### src/a7da_pkg.sv
// Package for the Adam7 deinterlace address core.
// Holds the pass geometry tables, register index codes and shared types.
// No dependencies.
`timescale 1ns / 1ps
`default_nettype none

package a7da_pkg;

  localparam int NUM_PASSES = 7;
  localparam int DIM_WIDTH  = 16;

  typedef logic [2:0] pass_t;

  // Origin of each pass in the full image and log2 of its stride.
  localparam logic [DIM_WIDTH-1:0] START_X [NUM_PASSES] = '{0, 4, 0, 2, 0, 1, 0};
  localparam logic [DIM_WIDTH-1:0] START_Y [NUM_PASSES] = '{0, 0, 4, 0, 2, 0, 1};
  localparam logic [1:0]           SHIFT_X [NUM_PASSES] = '{3, 3, 2, 2, 1, 1, 0};
  localparam logic [1:0]           SHIFT_Y [NUM_PASSES] = '{3, 3, 3, 2, 2, 1, 1};

  // Configuration register indexes.
  localparam logic [1:0] REG_IMAGE_WIDTH    = 2'd0;
  localparam logic [1:0] REG_IMAGE_HEIGHT   = 2'd1;
  localparam logic [1:0] REG_BITS_PER_PIXEL = 2'd2;

  // Per-pass bounds derived from the image size.
  typedef struct packed {
    logic [NUM_PASSES-1:0]                nonempty;
    logic                                 any;
    pass_t                                first;
    logic [NUM_PASSES-1:0][DIM_WIDTH-1:0] last_col;
    logic [NUM_PASSES-1:0][DIM_WIDTH-1:0] last_row;
  } geom_t;

endpackage

`default_nettype wire

### src/a7da_geom.sv
// Pass geometry for the Adam7 deinterlace address core.
// Derives which passes are nonempty and the last column and row index of each.
// Depends on a7da_pkg.
`timescale 1ns / 1ps
`default_nettype none

module a7da_geom
  import a7da_pkg::*;
(
  input  wire logic [DIM_WIDTH-1:0] image_width,
  input  wire logic [DIM_WIDTH-1:0] image_height,
  output geom_t                     geom
);

  always_comb begin
    geom = '0;
    for (int p = 0; p < NUM_PASSES; p++) begin
      geom.nonempty[p] = (image_width > START_X[p]) && (image_height > START_Y[p]);
      // Only meaningful when the pass is nonempty, so the subtraction cannot wrap.
      geom.last_col[p] = (image_width - START_X[p] - 16'd1) >> SHIFT_X[p];
      geom.last_row[p] = (image_height - START_Y[p] - 16'd1) >> SHIFT_Y[p];
    end
    geom.any = |geom.nonempty;
    for (int p = NUM_PASSES - 1; p >= 0; p--) begin
      if (geom.nonempty[p]) begin
        geom.first = 3'(p);
      end
    end
  end

endmodule

`default_nettype wire

### src/adam7_deinterlace_addr_core.sv
// Top level of the Adam7 deinterlace address core.
// Walks the seven interlace passes and tags each pixel with its place in the image.
// Depends on a7da_pkg and a7da_geom.
`timescale 1ns / 1ps
`default_nettype none

// Pixels of an Adam7-interlaced image enter one beat at a time in transmission
// order (pass 1 to 7, rows top to bottom, columns left to right) and leave with
// their column, row and linear index (row * width + column) in the full image;
// tlast marks the final pixel of the image, after which the walk starts over at
// the first nonempty pass. Passes that are empty for the configured size are
// skipped. The core takes one beat per clock while the output is not stalled; an
// accepted beat is registered in stage one and then in the output register, where
// the index multiply lands. The pass position counters advance once per accepted
// pixel. Writing any size register (or the pixel size register, which is not
// stored and changes no output) restarts the walk. With a zero width or height
// every pass is empty and pixels are accepted and dropped without a result.
module adam7_deinterlace_addr_core
  import a7da_pkg::*;
#(
  parameter int COORD_BITS = 16
) (
  input  wire logic         clk,
  input  wire logic         rst,
  // Configuration write channel.
  input  wire logic         cfg_valid,
  output logic              cfg_ready,
  input  wire logic [1:0]   cfg_index,
  input  wire logic [15:0]  cfg_data,
  // Input stream.
  input  wire logic         s_axis_tvalid,
  output logic              s_axis_tready,
  input  wire logic [63:0]  s_axis_tdata,   // pixel_value[63:0]
  // Output stream.
  output logic              m_axis_tvalid,
  input  wire logic         m_axis_tready,
  output logic [127:0]      m_axis_tdata,   // out_value[63:0], dest_column[79:64],
                                            // dest_row[95:80], dest_index[127:96]
  output logic              m_axis_tlast    // last_pixel
);

  // Size registers keep at most COORD_BITS bits.
  localparam int DIM_BITS = (COORD_BITS < DIM_WIDTH) ? COORD_BITS : DIM_WIDTH;
  localparam int CMP_BITS = (COORD_BITS > DIM_WIDTH) ? COORD_BITS : DIM_WIDTH;

  logic [DIM_WIDTH-1:0]  image_width;
  logic [DIM_WIDTH-1:0]  image_height;
  pass_t                 current_pass;
  logic [COORD_BITS-1:0] pass_column;
  logic [COORD_BITS-1:0] pass_row;
  logic                  restart;     // walk must begin at the first nonempty pass

  geom_t geom;

  a7da_geom u_geom (
    .image_width  (image_width),
    .image_height (image_height),
    .geom         (geom)
  );

  // First pipeline stage: coordinates in the full image.
  logic                 s1_valid;
  logic [63:0]          s1_value;
  logic [DIM_WIDTH-1:0] s1_col;
  logic [DIM_WIDTH-1:0] s1_row;
  logic                 s1_last;

  logic in_fire, cfg_fire, s1_advance;

  assign cfg_ready     = 1'b1;
  assign cfg_fire      = cfg_valid && cfg_ready;
  assign s1_advance    = s1_valid && (!m_axis_tvalid || m_axis_tready);
  assign s_axis_tready = !s1_valid || s1_advance;
  assign in_fire       = s_axis_tvalid && s_axis_tready;

  // Position of the pixel being accepted.
  pass_t                 eff_pass;
  pass_t                 next_pass;
  logic                  next_found;
  logic                  at_last_col, at_last_row;
  logic [DIM_WIDTH-1:0]  col_now, row_now;

  always_comb begin
    eff_pass = restart ? geom.first : current_pass;

    at_last_col = CMP_BITS'(pass_column) == CMP_BITS'(geom.last_col[eff_pass]);
    at_last_row = CMP_BITS'(pass_row) == CMP_BITS'(geom.last_row[eff_pass]);

    col_now = START_X[eff_pass] +
              (DIM_WIDTH'(pass_column[DIM_BITS-1:0]) << SHIFT_X[eff_pass]);
    row_now = START_Y[eff_pass] +
              (DIM_WIDTH'(pass_row[DIM_BITS-1:0]) << SHIFT_Y[eff_pass]);

    // Nearest nonempty pass after the current one.
    next_pass  = '0;
    next_found = 1'b0;
    for (int p = NUM_PASSES - 1; p >= 0; p--) begin
      if (geom.nonempty[p] && (3'(p) > eff_pass)) begin
        next_pass  = 3'(p);
        next_found = 1'b1;
      end
    end
  end

  // Configuration and walk state.
  always_ff @(posedge clk) begin
    if (rst) begin
      image_width  <= 16'd1;
      image_height <= 16'd1;
      current_pass <= '0;
      pass_column  <= '0;
      pass_row     <= '0;
      restart      <= 1'b1;
    end else if (cfg_fire) begin
      case (cfg_index)
        REG_IMAGE_WIDTH: begin
          image_width <= DIM_WIDTH'(cfg_data[DIM_BITS-1:0]);
          pass_column <= '0;
          pass_row    <= '0;
          restart     <= 1'b1;
        end
        REG_IMAGE_HEIGHT: begin
          image_height <= DIM_WIDTH'(cfg_data[DIM_BITS-1:0]);
          pass_column  <= '0;
          pass_row     <= '0;
          restart      <= 1'b1;
        end
        REG_BITS_PER_PIXEL: begin
          // The pixel size affects no output, but the write still restarts the walk.
          pass_column <= '0;
          pass_row    <= '0;
          restart     <= 1'b1;
        end
        default: begin
        end
      endcase
    end else if (in_fire && geom.any) begin
      current_pass <= eff_pass;
      restart      <= 1'b0;
      if (!at_last_col) begin
        pass_column <= pass_column + COORD_BITS'(1);
      end else begin
        pass_column <= '0;
        if (!at_last_row) begin
          pass_row <= pass_row + COORD_BITS'(1);
        end else begin
          pass_row <= '0;
          if (next_found) begin
            current_pass <= next_pass;
          end else begin
            restart <= 1'b1;
          end
        end
      end
    end
  end

  // Stage one register. A pixel arriving with no nonempty pass is dropped.
  always_ff @(posedge clk) begin
    if (rst) begin
      s1_valid <= 1'b0;
    end else if (in_fire) begin
      s1_valid <= geom.any;
    end else if (s1_advance) begin
      s1_valid <= 1'b0;
    end
  end

  always_ff @(posedge clk) begin
    if (in_fire) begin
      s1_value <= s_axis_tdata;
      s1_col   <= col_now;
      s1_row   <= row_now;
      s1_last  <= at_last_col && at_last_row && !next_found;
    end
  end

  // Output register; the linear index multiply lands here.
  always_ff @(posedge clk) begin
    if (rst) begin
      m_axis_tvalid <= 1'b0;
    end else if (s1_advance) begin
      m_axis_tvalid <= 1'b1;
    end else if (m_axis_tready) begin
      m_axis_tvalid <= 1'b0;
    end
  end

  always_ff @(posedge clk) begin
    if (s1_advance) begin
      m_axis_tdata[63:0]   <= s1_value;
      m_axis_tdata[79:64]  <= s1_col;
      m_axis_tdata[95:80]  <= s1_row;
      m_axis_tdata[127:96] <= 32'(s1_row) * 32'(image_width) + 32'(s1_col);
      m_axis_tlast         <= s1_last;
    end
  end

`ifndef SYNTHESIS
  // A pending restart always comes with the position at the origin.
  assert property (@(posedge clk) disable iff (rst)
    restart |-> (pass_column == '0) && (pass_row == '0))
    else $error("restart pending with nonzero pass position");

  // Outside a restart the walk points inside a nonempty pass.
  assert property (@(posedge clk) disable iff (rst)
    !restart |-> geom.nonempty[current_pass] &&
      (CMP_BITS'(pass_column) <= CMP_BITS'(geom.last_col[current_pass])) &&
      (CMP_BITS'(pass_row) <= CMP_BITS'(geom.last_row[current_pass])))
    else $error("pass position outside its pass");

  // A stage-one pixel is never lost while the output is stalled.
  assert property (@(posedge clk) disable iff (rst)
    s1_valid && m_axis_tvalid && !m_axis_tready |=> s1_valid)
    else $error("stage one pixel dropped under backpressure");
`endif

endmodule

`default_nettype wire

### config.mk
export PLATFORM = sky130hd
export DESIGN_NAME = adam7_deinterlace_addr_core
export DESIGN_NICKNAME = d
export VERILOG_FILES = /design/src/a7da_pkg.sv /design/src/a7da_geom.sv /design/src/adam7_deinterlace_addr_core.sv
export SDC_FILE = /design/constraint.sdc
export NUM_CORES = 1
export LEC_CHECK = 0
export BUFFER_PORTS_ARGS = -buffer_cell sky130_fd_sc_hd__buf_4
export CAP_MARGIN = 20
export CORE_MARGIN = 3
export CORE_UTILIZATION = 50
export CTS_CLUSTER_DIAMETER = 40
export CTS_CLUSTER_SIZE = 12
export DETAILED_ROUTE_END_ITERATION = 6
export GPL_ROUTABILITY_DRIVEN = 0
export PLACE_DENSITY = 0.73
export SYNTH_ARGS = -nofsm -noshare
export SYNTH_HDL_FRONTEND = slang
export SYNTH_HIERARCHICAL = 1
export SYNTH_SLANG_ARGS = --single-unit
### constraint.sdc
create_clock -name clk -period 13.8 [get_ports clk]
set_input_delay 3.45 -clock clk [delete_from_list [all_inputs] [get_ports clk]]
set_output_delay 3.45 -clock clk [all_outputs]
set_load 0.05 [all_outputs]
; ---- Yosys cells after proc, flatten, opt, wreduce, memory -nomap -nowiden
; Memory sizes are Yosys's and may differ from the RTL's.
; Cells that the tools add are included.
[totals]
regBits = 296
mem_bits_ro = 288
inputBits = 87
mem_count = 4
[memory_table]
columns = name, depth, width, rd, rd_ports_with_merged_regs, wr, line_no
row1 = (no name shown), 8, 16, 1, 0, 0, adam7_deinterlace_addr_core.sv:91  ; row_now = START_Y[eff_pass] +
row2 = (no name shown), 8, 16, 1, 0, 0, adam7_deinterlace_addr_core.sv:89  ; col_now = START_X[eff_pass] +
row3 = (no name shown), 8, 2, 1, 0, 0, adam7_deinterlace_addr_core.sv:92  ; (DIM_WIDTH'(pass_row[DIM_BITS-1:0]) << SHIFT_Y[eff_pass]);
row4 = (no name shown), 8, 2, 1, 0, 0, adam7_deinterlace_addr_core.sv:90  ; (DIM_WIDTH'(pass_column[DIM_BITS-1:0]) << SHIFT_X[eff_pass]);
[op_classes]
add_sub_neg = 17
n_mul = 1
order_cmp = 17
eq_ne = 5
shifts = 2
muxes = 55
bitwise_logic = 2
n_reduce_logical = 36
[op_table]
columns = cell, n
row1 = 16-bit 2-to-1 mux, 14
row2 = "16-bit by 1-bit subtractor with 16-bit output, second input constant", 8
row3 = 16-bit binary-select mux with 3-bit select, 2
row4 = "16-bit by 1-bit > comparator with 1-bit output, second input constant", 4
row5 = 3-bit 2-to-1 mux, 18
row6 = "16-bit by 1-bit adder with 16-bit output, second input constant", 2
row7 = 16-bit adder, 2
row8 = 32-bit by 16-bit adder with 32-bit output, 1
row9 = 16-bit == test, 2
row10 = "16-bit by 2-bit > comparator with 1-bit output, second input constant", 2
row11 = "16-bit by 3-bit > comparator with 1-bit output, second input constant", 2
row12 = 16-bit by 16-bit multiplier with 32-bit output, 1
row13 = 16-bit by 2-bit left shift with 16-bit output, 2
row14 = "16-bit by 2-bit subtractor with 16-bit output, second input constant", 2
row15 = "16-bit by 3-bit subtractor with 16-bit output, second input constant", 2
row16 = 1-bit logical AND, 19
row17 = 1-bit 2-to-1 mux, 17
row18 = "3-bit > comparator, first input constant", 3
row19 = 2-bit 2-to-1 mux, 4
row20 = 2-bit AND reduction, 4
row21 = 2-bit nonzero test, 4
row22 = 7-bit OR reduction, 1
row23 = "1-bit by 3-bit > comparator with 1-bit output, first input constant", 2
row24 = "2-bit by 3-bit > comparator with 1-bit output, first input constant", 2
row25 = 12 further kinds, 15

; ---- Logic depth before layout (Yosys ltp)
[logic_depth]
word_depth = 24
mapped_depth = 26
ltp_nobuf = 23

; ---- By module
; Netlist, hierarchy kept.
[modules_own_cells]
columns = mod, n_inst, cells_per_inst, area_each_um2, seq_area_each_um2
row1 = adam7_deinterlace_addr_core, 1, 2393, 23299.8, 8187.9
row2 = a7da_geom, 1, 509, 3507.1, 0.0

; ---- Least setup slack after synthesis
; Ideal clock, no wire load.
[synth_path]
path_type = input to register
from = input port m_axis_tready
to = register m_axis_tdata[0], enable pin
setup_time_ns = 0.634
arrival_time_ns = 9.232
setup_slack_ns = 3.933
path_stages = 2
path_cell_list = nor2b_1 -> nor2b_1
[synth_between]
elab_chain_len = 2
[synth_rtl]
columns = element, line_no
row1 = "start, declared", adam7_deinterlace_addr_core.sv:36  ; input wire logic m_axis_tready,
row2 = 1-bit logical OR, adam7_deinterlace_addr_core.sv:72  ; assign s1_advance = s1_valid && (!m_axis_tvalid || m_axis_tready);
row3 = 1-bit logical AND, adam7_deinterlace_addr_core.sv:72
row4 = via s1_advance, adam7_deinterlace_addr_core.sv:68  ; logic in_fire, cfg_fire, s1_advance;
row5 = "end signal, assigned", adam7_deinterlace_addr_core.sv:191  ; m_axis_tdata[63:0] <= s1_value;
row6 = "end, declared", adam7_deinterlace_addr_core.sv:37  ; output logic [127:0] m_axis_tdata,
; The timed path passes the listed nets, and every way through them passes these cells.
; A chain may end at the register's enable or synchronous reset.

; ---- Worst setup path in the final report
[layout_path]
from = input port m_axis_tready
to = output port s_axis_tready
[layout_between]
elab_chain_len = 3
[layout_rtl]
columns = element, line_no
row1 = 1-bit logical OR, adam7_deinterlace_addr_core.sv:72
row2 = 1-bit logical AND, adam7_deinterlace_addr_core.sv:72
row3 = 1-bit logical OR, adam7_deinterlace_addr_core.sv:73  ; assign s_axis_tready = !s1_valid || s1_advance;
row4 = "end, declared", adam7_deinterlace_addr_core.sv:32  ; output logic s_axis_tready,
; Every way passes these cells.

==> impl_metrics.json <==
{
  "synth.top_cells.by_count": "nand2_1 (379), inv_1 (374), edfxtp_1 (226)",
  "synth_xor_area_share_pct": 6.60,
  "synth.most_common_cell": "nand2_1",
  "wl_um": 72300,
  "antenna_cells": 0,
  "netlist_area_um2": 26800,
  "p_per_area_nw_per_um2": 103,
  "clock-sinks": 296,
  "drive_gt1_share_pct": 13.4,
  "fin_cells": 3671,
  "grt_start_max_net_pins": 67,
  "worst_slew_pin_slew_ns": 1.22,
  "rows": 84,
  "p_sw_mw": 0.981,
  "power_mw": 3.07,
  "synth-warning-count": 6,
  "synth_compound_area_share_pct": 10.3,
  "slew_viol_final": 0,
  "seq_area_frac_synth_pct": 30.5,
  "grt_pass1_wl_um": 115000,
  "synth.area.top_cells": "edfxtp_1 (25%), fa_1 (16%), ha_1 (5.8%), nand2_1 (5.3%), inv_1 (5.2%)",
  "cp-end-kind": "output pin",
  "synth_top_family_by_area": "adder cells",
  "first_pass_iters": 6,
  "fin_crit_ns": 7.73,
  "max_cap_violations": 0,
  "area_growth_pct": 11.2,
  "crit_slowest_cell": "nor2b_1",
  "ys.flop_type": "edfxtp_1",
  "ir_drop_mv": 0.107,
  "grt_pass1_vias": 21935,
  "wl_per_cell_um": 19.7,
  "crit_fanout": 4,
  "synth_edf_count": 226,
  "fin_skew_ns": 0.0500,
  "clockPowerShare_pct": 40.1,
  "crit_chain": "buf_4, nor2b_1, nand2_1, buf_4",
  "yosys.area.top_type_share_pct": 25.3,
  "slowest_delay_ns": 0.34,
  "setup_viol_count_final": 0,
  "cts_buffers": 44,
  "worstHoldPathType": "flop to flop",
  "grt_remaining_overflow": 0,
  "outcome": "completed",
  "post-synth-top-area-cell": "edfxtp_1",
  "seqPwrFrac_pct": 34.5,
  "numPortBuffers": 217,
  "leakage_nw": 12.9,
  "critPathLaunchType": "primary input",
  "syn_inst": 2902,
  "cts_max_level": 2,
  "cts_tree": "built",
  "route.detailed.drc": 0,
  "cts_hold_buf": 0,
  "synthAdderAreaFrac_pct": 21.6,
  "clkTransAtPathRegs_ns": 0.06,
  "period_share_pct": 56.0,
  "final_area_um2": 29800,
  "cts_setup_buffers": 0,
  "fmax_mhz": 129,
  "vias_per_cell": 5.80,
  "crit_path_frequent_cell": "buf_4",
  "async_flop_share_pct": 0,
  "worstSkewPairLatency_ns": 0.60,
  "die_h_um": 238,
  "clock_path_buffers": 3,
  "synthMuxAreaShare_pct": 2.60,
  "avgSynthCellArea_um2": 9.24,
  "fp.dieW_um": 238,
  "drtIter0Drc": 1977,
  "synth.distinct_cells": 100,
  "initial_core_util_pct": 50.8,
  "vias": 21304,
  "critPathTopFamily": "simple AND/OR/NAND/NOR gates",
  "place_inst": 3592,
  "crit_arrival_ns": 4.28,
  "slew_headroom_pct": 18.8,
  "antenna_found_initial": 0,
  "synth_seq_cells": 296,
  "required_ns": 10.35,
  "finalHoldWorstSlack_ns": 0.380,
  "grt.total_usage_pct": 25.4,
  "pin_count": 219,
  "clock-root-buffer": "clkbuf_16",
  "path_buf_inv": 2,
  "placement.cell_area_um2": 28200,
  "combPwrFrac_pct": 25.4,
  "fin_setup_tns_ns": 0,
  "critPathKind": "primary input to output pin",
  "hpwl_um": 52300,
  "core_area_um2": 52800,
  "sw_frac_of_total_pct": 32.0,
  "rsz0062_at_grt": "no",
  "ant_nets": 0,
  "die-area_um2": 56400,
  "cts_resized": 0,
  "hold_viol": 0,
  "synthSimpleGateAreaFrac_pct": 17.3,
  "fin_nets": 3375,
  "p_int_mw": 2.09
}
-- worst reg2reg max path: stages, from the launching register on --
cell	delay, ns
dfxtp_1	0.73
buf_4	0.40
nand2_1	0.11
fa_1	0.51
inv_1	0.06
fa_1	0.49
inv_1	0.06
fa_1	0.54
inv_1	0.05
fa_1	0.38
fa_1	0.51
inv_1	0.05
fa_1	0.48
inv_1	0.04
ha_1	0.36
a21o_1	0.21
a21o_1	0.17
a211oi_1	0.24
o21bai_1	0.13
a31o_2	0.27
nor4b_1	0.38
nor3_1	0.14
o41a_1	0.41
nor2_1	0.13
xnor2_1	0.07
-- layout make-up --
type | count | area, um2
fill | 4465 | 22900
multi-input combinational | 1981 | 15800
sequential | 296 | 8190
timing repair buffer | 255 | 1920
inverter | 374 | 1400
clock buffer | 48 | 1160
tap | 688 | 861
clock inverter | 29 | 487
-- per-stage QoR --
step | worst slack [ns] | utilization (%)
after floorplan | 3.93 | -
after global placement | 6.12 | 53.4
after detailed placement | 6.07 | 53.4
after CTS | 6.07 | 56.5
after global routing | 6.01 | 56.5
final | 6.07 | 56.5
-- worst paths after layout --
path / start / to / slack, ns / depth (start not counted)
setup / recovery: m_axis_tready / s_axis_tready / 6.07 / 4
hold / removal: s1_value[14]$_DFFE_PP_ / m_axis_tdata[14]$_DFFE_PP_ / 0.38 / 0
setup reg to reg: image_width[9]$_SDFFE_PP0P_ / m_axis_tdata[124]$_DFFE_PP_ / 6.59 / 24
hold reg to reg: s1_value[14]$_DFFE_PP_ / m_axis_tdata[14]$_DFFE_PP_ / 0.38 / 0
-- cell usage in the layout, fill, tap and decap left out, types with 69 or more instances in the layout --
cell	instances
edfxtp_1	226
and2_1	123
xnor2_1	131
a21oi_1	125
xor2_1	71
nor2_1	128
nand2_1	379
dfxtp_1	69
ha_1	124
inv_1	374
buf_4	254
fa_1	212
-- routing by layer --
metal | track usage, % | part of all wire (%)
met1 | 32.5 | 39
met2 | 41.9 | 47
met3 | 5.35 | 9.3
met4 | 11.6 | 4.6
met5 | 0 | 0
-- registers in the layout (all words and copies together) (netlist names) --
| register | cells |
|---|---|
| current_pass | 3 |
| image_height | 16 |
| image_width | 16 |
| m_axis_tdata | 128 |
| m_axis_tlast | 1 |
| m_axis_tvalid | 1 |
| pass_column | 16 |
| pass_row | 16 |
| restart | 1 |
| s1_col | 16 |
| s1_last | 1 |
| s1_row | 16 |
| s1_valid | 1 |
| s1_value | 64 |
-- power groups by stage --
stage / combinational, mW / sequential (mW) / clock, mW
6_report: 0.779 / 1.06 / 1.23
5_1_grt: 0.851 / 1.06 / 1.30
3_5_place_dp: 0.761 / 1.08 / 0
2_1_floorplan: 0.514 / 1.15 / 0
4_1_cts: 0.767 / 1.06 / 1.26
3_3_place_gp: 0.742 / 1.07 / 0
-- logic make-up (layout without fill, tap and decap cells) --
logic type	after synthesis	count (layout)
and+or+nand+nor	934	934
buffers and inverters	651	706
AOI/OAI and AO/OA	414	414
adders and majority gates	336	336
DFF	296	296
xor gates and xnor gates	202	202
muxes	66	66
other	3	29
Note: power is estimated with default switching activity, not from simulation.
